[src/tslc_pkg.sv]
// Shared constants and the CRC-8 byte step for the timed sample logger.
package tslc_pkg;

    localparam int BUFFER_DEPTH = 12;
    localparam int ADDR_W       = (BUFFER_DEPTH > 1) ? $clog2(BUFFER_DEPTH) : 1;
    localparam int CNT_W        = $clog2(BUFFER_DEPTH + 1);

    localparam int REC_BYTES    = 7;
    localparam int REC_W        = 64;

    localparam logic [7:0]  CRC_POLY   = 8'h07;
    localparam logic [7:0]  CRC_TOPBIT = 8'h80;
    localparam logic [7:0]  FLAG_VALID = 8'h01;

    localparam logic [31:0] SAMPLE_INTERVAL_RST  = 32'd300;
    localparam logic [31:0] FLUSH_INTERVAL_RST   = 32'd3600;
    localparam logic [31:0] MIN_TRUSTED_TIME_RST = 32'd1000000;

    localparam logic [1:0] REG_SAMPLE_INTERVAL  = 2'd0;
    localparam logic [1:0] REG_FLUSH_INTERVAL   = 2'd1;
    localparam logic [1:0] REG_MIN_TRUSTED_TIME = 2'd2;

    function automatic logic [7:0] crc8_byte(input logic [7:0] crc_in, input logic [7:0] b);
        logic [7:0] c;
        c = crc_in ^ b;
        for (int k = 0; k < 8; k++)
        begin
            if ((c & CRC_TOPBIT) != 8'h00)
                c = {c[6:0], 1'b0} ^ CRC_POLY;
            else
                c = {c[6:0], 1'b0};
        end
        return c;
    endfunction

endpackage

[src/timed_sample_logger_crc8_top.sv]
// Timed sample logger: interval checks, CRC-8 record packing, buffer memory and flush drain.
// An accepted event passes ST_EVAL and then ST_FLCHK (ST_EVAL alone when its time is untrusted);
// a stored sample adds ST_CRC (one CRC byte per cycle over 7 bytes) and then the memory write.
// A new event is taken only in ST_IDLE, once the last one is through; a flush reads each record
// through ST_READ and ST_LOAD, held by any output stall, from the single-port registered-read memory.
// Reset: rst_n clears intervals to their defaults, times and count to zero; the
// record memory is not cleared, only entries below the count are ever read.
module timed_sample_logger_crc8_top
(
    input  logic        clk,
    input  logic        rst_n,
    input  logic        s_tvalid,
    output logic        s_tready,
    input  logic [55:0] s_tdata,   // now_epoch[31:0], temperature[47:32], reading_valid[48]
    output logic        m_tvalid,
    input  logic        m_tready,
    output logic [63:0] m_tdata,   // rec_epoch[31:0], rec_temp[47:32], rec_flags[55:48],
                                   // rec_crc[63:56]
    output logic        m_tlast,
    input  logic        cfg_we,
    input  logic [1:0]  cfg_index,
    input  logic [31:0] cfg_wdata
);

    localparam logic [2:0] ST_IDLE  = 3'd0;
    localparam logic [2:0] ST_EVAL  = 3'd1;
    localparam logic [2:0] ST_CRC   = 3'd2;
    localparam logic [2:0] ST_WRITE = 3'd3;
    localparam logic [2:0] ST_FLCHK = 3'd4;
    localparam logic [2:0] ST_READ  = 3'd5;
    localparam logic [2:0] ST_LOAD  = 3'd6;

    logic [2:0]  state_reg, state_next;

    logic [31:0] sample_interval_reg;
    logic [31:0] flush_interval_reg;
    logic [31:0] min_trusted_time_reg;

    logic [31:0] last_sample_reg, last_sample_next;
    logic [31:0] last_flush_reg, last_flush_next;
    logic [tslc_pkg::CNT_W-1:0] count_reg, count_next;

    logic [31:0] now_reg;
    logic [15:0] temp_reg;
    logic        valid_reg;

    logic        do_flush_reg, do_flush_next;
    logic [7:0]  crc_reg, crc_next;
    logic [2:0]  byte_idx_reg, byte_idx_next;
    logic [tslc_pkg::ADDR_W-1:0] rd_idx_reg, rd_idx_next;

    logic        m_valid_reg, m_valid_next;
    logic [63:0] m_data_reg, m_data_next;
    logic        m_last_reg, m_last_next;

    logic [tslc_pkg::REC_W-1:0] mem [tslc_pkg::BUFFER_DEPTH];
    logic [tslc_pkg::REC_W-1:0] rdata_reg;

    logic [55:0] rec56;
    logic [31:0] samp_diff, flush_diff;
    logic        samp_elapsed, flush_elapsed;
    logic        rec_last;

    assign s_tready = (state_reg == ST_IDLE);
    assign m_tvalid = m_valid_reg;
    assign m_tdata  = m_data_reg;
    assign m_tlast  = m_last_reg;

    assign rec56 = {(tslc_pkg::FLAG_VALID & {8{valid_reg}}), temp_reg, now_reg};

    // Signed difference: elapsed only when non-negative and at least the interval
    assign samp_diff     = now_reg - last_sample_reg;
    assign flush_diff    = now_reg - last_flush_reg;
    assign samp_elapsed  = !samp_diff[31] && (samp_diff >= sample_interval_reg);
    assign flush_elapsed = !flush_diff[31] && (flush_diff >= flush_interval_reg);
    assign rec_last      = ((tslc_pkg::CNT_W'(rd_idx_reg) + tslc_pkg::CNT_W'(1)) == count_reg);

    always_comb
    begin
        state_next       = state_reg;
        last_sample_next = last_sample_reg;
        last_flush_next  = last_flush_reg;
        count_next       = count_reg;
        do_flush_next    = do_flush_reg;
        crc_next         = crc_reg;
        byte_idx_next    = byte_idx_reg;
        rd_idx_next      = rd_idx_reg;
        m_valid_next     = m_valid_reg;
        m_data_next      = m_data_reg;
        m_last_next      = m_last_reg;

        if (m_valid_reg && m_tready)
            m_valid_next = 1'b0;

        unique case (state_reg)
            ST_IDLE:
            begin
                if (s_tvalid)
                    state_next = ST_EVAL;
            end
            ST_EVAL:
            begin
                if (now_reg < min_trusted_time_reg)
                begin
                    state_next = ST_IDLE;
                end
                else
                begin
                    do_flush_next = flush_elapsed;
                    state_next    = ST_FLCHK;
                    if (samp_elapsed)
                    begin
                        last_sample_next = now_reg;
                        // Drop the record when the buffer is full
                        if (count_reg < tslc_pkg::CNT_W'(tslc_pkg::BUFFER_DEPTH))
                        begin
                            crc_next      = 8'h00;
                            byte_idx_next = 3'd0;
                            state_next    = ST_CRC;
                        end
                    end
                end
            end
            ST_CRC:
            begin
                crc_next      = tslc_pkg::crc8_byte(crc_reg, rec56[byte_idx_reg*8 +: 8]);
                byte_idx_next = byte_idx_reg + 3'd1;
                if (byte_idx_reg == 3'(tslc_pkg::REC_BYTES - 1))
                    state_next = ST_WRITE;
            end
            ST_WRITE:
            begin
                count_next = count_reg + tslc_pkg::CNT_W'(1);
                state_next = ST_FLCHK;
            end
            ST_FLCHK:
            begin
                if (do_flush_reg)
                begin
                    last_flush_next = now_reg;
                    rd_idx_next     = '0;
                    if (count_reg == '0)
                        state_next = ST_IDLE;
                    else
                        state_next = ST_READ;
                end
                else
                begin
                    state_next = ST_IDLE;
                end
            end
            ST_READ:
            begin
                state_next = ST_LOAD;
            end
            ST_LOAD:
            begin
                // Hold until the output register is free
                if (!m_valid_reg || m_tready)
                begin
                    m_valid_next = 1'b1;
                    m_data_next  = rdata_reg;
                    m_last_next  = rec_last;
                    if (rec_last)
                    begin
                        count_next = '0;
                        state_next = ST_IDLE;
                    end
                    else
                    begin
                        rd_idx_next = rd_idx_reg + tslc_pkg::ADDR_W'(1);
                        state_next  = ST_READ;
                    end
                end
            end
            default:
            begin
                state_next = ST_IDLE;
            end
        endcase
    end

    always_ff @(posedge clk or negedge rst_n)
    begin
        if (!rst_n)
        begin
            state_reg            <= ST_IDLE;
            sample_interval_reg  <= tslc_pkg::SAMPLE_INTERVAL_RST;
            flush_interval_reg   <= tslc_pkg::FLUSH_INTERVAL_RST;
            min_trusted_time_reg <= tslc_pkg::MIN_TRUSTED_TIME_RST;
            last_sample_reg      <= '0;
            last_flush_reg       <= '0;
            count_reg            <= '0;
            do_flush_reg         <= 1'b0;
            byte_idx_reg         <= '0;
            rd_idx_reg           <= '0;
            m_valid_reg          <= 1'b0;
        end
        else
        begin
            state_reg       <= state_next;
            last_sample_reg <= last_sample_next;
            last_flush_reg  <= last_flush_next;
            count_reg       <= count_next;
            do_flush_reg    <= do_flush_next;
            byte_idx_reg    <= byte_idx_next;
            rd_idx_reg      <= rd_idx_next;
            m_valid_reg     <= m_valid_next;
            if (cfg_we)
            begin
                unique case (cfg_index)
                    tslc_pkg::REG_SAMPLE_INTERVAL:  sample_interval_reg  <= cfg_wdata;
                    tslc_pkg::REG_FLUSH_INTERVAL:   flush_interval_reg   <= cfg_wdata;
                    tslc_pkg::REG_MIN_TRUSTED_TIME: min_trusted_time_reg <= cfg_wdata;
                    default:                        ;
                endcase
            end
        end
    end

    // Payload registers
    always_ff @(posedge clk)
    begin
        crc_reg    <= crc_next;
        m_data_reg <= m_data_next;
        m_last_reg <= m_last_next;
        if (s_tvalid && s_tready)
        begin
            now_reg   <= s_tdata[31:0];
            temp_reg  <= s_tdata[47:32];
            valid_reg <= s_tdata[48];
        end
    end

    // Record memory: one write or one registered read per cycle
    always_ff @(posedge clk)
    begin
        if (state_reg == ST_WRITE)
            mem[count_reg[tslc_pkg::ADDR_W-1:0]] <= {crc_reg, rec56};
        if (state_reg == ST_READ)
            rdata_reg <= mem[rd_idx_reg];
    end

endmodule

[config.mk]
export PLATFORM = sky130hd
export DESIGN_NAME = timed_sample_logger_crc8_top
export DESIGN_NICKNAME = d
export VERILOG_FILES = /design/src/tslc_pkg.sv /design/src/timed_sample_logger_crc8_top.sv
export SDC_FILE = /design/constraint.sdc
export NUM_CORES = 1
export LEC_CHECK = 0
export BUFFER_PORTS_ARGS = -buffer_cell sky130_fd_sc_hd__buf_2
export CAP_MARGIN = 20
export CORE_MARGIN = 8
export CORE_UTILIZATION = 68
export CTS_BUF_LIST = sky130_fd_sc_hd__clkbuf_4 sky130_fd_sc_hd__clkbuf_8
export DETAILED_ROUTE_END_ITERATION = 8
export GPL_TIMING_DRIVEN = 0
export PLACE_DENSITY_LB_ADDON = 0.12
export SLEW_MARGIN = 20
export SYNTH_ARGS = -nofsm -noshare
export SYNTH_HDL_FRONTEND = slang
export SYNTH_SLANG_ARGS = --single-unit
[constraint.sdc]
create_clock -name clk -period 9.39 [get_ports clk]
set_input_delay 0.939 -clock clk [delete_from_list [all_inputs] [get_ports clk]]
set_output_delay 0.939 -clock clk [all_outputs]
set_load 0.03 [all_outputs]
==> run metrics <==
initial antenna violation count=3; Leakage=18.0 nW; post-CTS setup buffers=0; Max-slew headroom=0.246; max reg flops=684; Reg clk slew, reported paths=0.06 ns; Slew Limit Fails=0; syn avg cell area=16.4 µm²; Synth Register Bits=1032; Synth cell types=84; number of global-route vias before repair=26.8k; CP Launch Type=flop; Resize count post-CTS=0; Sink Count=1032; Iter 0 DRT Violations=2834; Post-synth EDFFs=856; Hold WC Path Type=input port to asynchronous set/reset pin; core area=0.0646 mm²; top post-synthesis cells by count=856 x edfxtp_1, 193 x inv_1, 179 x mux4_2, 169 x o21ai_0, 167 x nand2_1; Via Count=25.3k; layout net count=3304; Period minus WS final=7.24 ns; Final period util=0.771; max-cap viol count=0; setup_tns=0 ns; Antenna Nets Post-Route=0; Peak VDD IR=0.000241 V; status=finished clean; synthesized area=0.0445 mm²; pwr/cell area=294 mW/mm²; # rows=93; Post-Route WL=103000 µm; DRC Markers=0; largest net degree at the start of global routing=93; RSZ-0062 raised after global routing=false; Num CTS Buffers=158; port buffer count=147; Worst-Skew Late Latency=0.79 ns; setup ws final=2.15 ns; Clock Path Buffers=3; die area=0.0738 mm²; Seq/Total Area, Yosys=0.678; Layout area overhead=12.2%; Setup crit end kind=flop; H-Tree Level Count=4; starting density of the core=0.688; Worst Setup Path Type=flop to flop; count leader, synth=edfxtp_1; number of vias per cell=6.28; cell accounting for the most synthesized area=edfxtp_1; Yosys warnings=0; Arrival @ worst endpoint=7.64 ns; global route overflow=0; Async SR Flop Fraction=0.171; M1 WL=38800 µm; final hold violation count=0; Root Buffer Master=clkbuf_8; share of Yosys cell area claimed by the top area cell type=0.578; Die Y=272 µm; met3 wire len=7690 µm; Setup Skew=0.0264 ns; Worst Tran Pin Value=1.12 ns; DR WL/cell=25.5 µm; Final Setup Violations=0; synthesized instance count=2713; io pins=162; uppermost layer routed=met5; largest cells by area after synthesis=edfxtp_1 58%, mux4_2 9.1%, dfrtp_1 9.1%; Critical Path RT=9.79 ns; layout cells sized above 1=0.244; CTS Hold Bufs=0; Place WS=2.38 ns; dpl hpwl=67700 µm; FILL cells=3504; chip width=272 µm; maximum net fanout on the critical path=17; metal2 WL=52400 µm; FMAX=138 MHz; top_reg_cell synth=edfxtp_1; all-layer global routing usage=0.279; CTS tree=built; R2R cell count=21; global-route wire length before repair=156000 µm; GP Congestion=0.889; TritonRoute pass-1 iters=8; Total Power=14.7 mW
-- layout by cell type (no fill, tap or decap), types with 19 or more instances in the layout --
cell	netlist	final
a21o_1	42	42
a21oi_1	64	64
buf_1	31	31
buf_2	2	148
clkbuf_1	60	60
clkbuf_4	0	59
clkbuf_8	0	171
clkinv_1	1	22
clkinv_2	0	21
dfrtp_1	161	161
edfxtp_1	856	856
ha_1	164	164
inv_1	193	192
mux2_2	70	70
mux2_4	30	30
mux2i_1	69	69
mux4_2	179	179
nand2_1	167	167
nand2b_1	19	19
nand3_1	20	20
nand4_1	19	19
nor2_1	64	64
nor3_1	19	19
o21ai_0	169	169
xnor2_1	41	41
xor2_1	34	34
-- power by group --
| group | total (mW) | internal, mW | switching, mW |
|---|---|---|---|
| Sequential | 6.14 | 5.64 | 0.503 |
| Combinational | 4.86 | 2.17 | 2.68 |
| Clock | 3.67 | 1.97 | 1.69 |
| Total | 14.7 | 9.78 | 4.88 |
-- metrics by stage --
stage	util	instances	hold slack (ns)	area, µm²
global route	0.772	4023	0.166	49900
floorplan	-	2719	0.400	44500
global placement	0.717	3721	0.401	46300
finish	0.773	4024	0.150	49900
detailed placement	0.724	3738	0.405	46700
CTS	0.772	4022	0.116	49900
-- cell families after synthesis --
kind of cell / synth area share
XOR/XNOR: 0.0148
other: 0.0000844
AND/OR/NAND/NOR: 0.0401
flip-flops: 0.678
adder cells (fa/ha/maj): 0.0471
AO/OA/AOI/OAI: 0.0596
buffers and inverters: 0.0266
multiplexers: 0.134
-- area by class of cell --
type,count,area (µm²),share of cell area
clock inverters,54,347,0.00695
diodes,2,5.00,0.000100
clock buffers,230,2800,0.0561
inverters,194,731,0.0146
repair buffers,164,1150,0.0230
well taps,855,1070,0.0214
flip-flops and latches,1032,30100,0.604
plain buffers,106,455,0.00913
multi-input cells,1387,13200,0.265
-- critical path, stage by stage (launching register included) --
cell       delay [ns]
edfxtp_1         0.68
inv_1            0.22
ha_1             0.20
inv_1            0.06
fa_1             0.39
and3_1           0.20
o31a_1           0.33
o41ai_4          0.33
o21ai_1          0.26
a21oi_2          0.35
o21ai_0          0.17
o41ai_1          0.38
xnor2_1          0.15
ha_1             0.31
nand4_1          0.16
nor3_1           0.33
o21ai_0          0.14
a211oi_1         0.36
a211oi_1         0.34
a21oi_1          0.28
o21a_1           0.39
a2bb2oi_1        0.79
-- layer usage --
layer,vias to the layer above,global-route usage
met5,-,0
met4,4,0.104
met3,251,0.0539
met2,1195,0.483
met1,12700,0.351
li1,11100,-
-- path summary, 6_finish.rpt --
check | startpoint | to | slack, ns
hold / removal | rst_n | last_sample_reg[29] | 0.15
hold reg to reg | rdata_reg[58] | m_tdata[58] | 0.41
min in group clk | s_tdata[21] | now_reg[21] | 0.32
max in group asynchronous | rst_n | flush_interval_reg[10] | 8.33
setup / recovery | now_reg[0] | crc_reg[5] | 2.15
setup reg to reg | now_reg[0] | crc_reg[5] | 2.15
(Power assumes the default switching activity.)
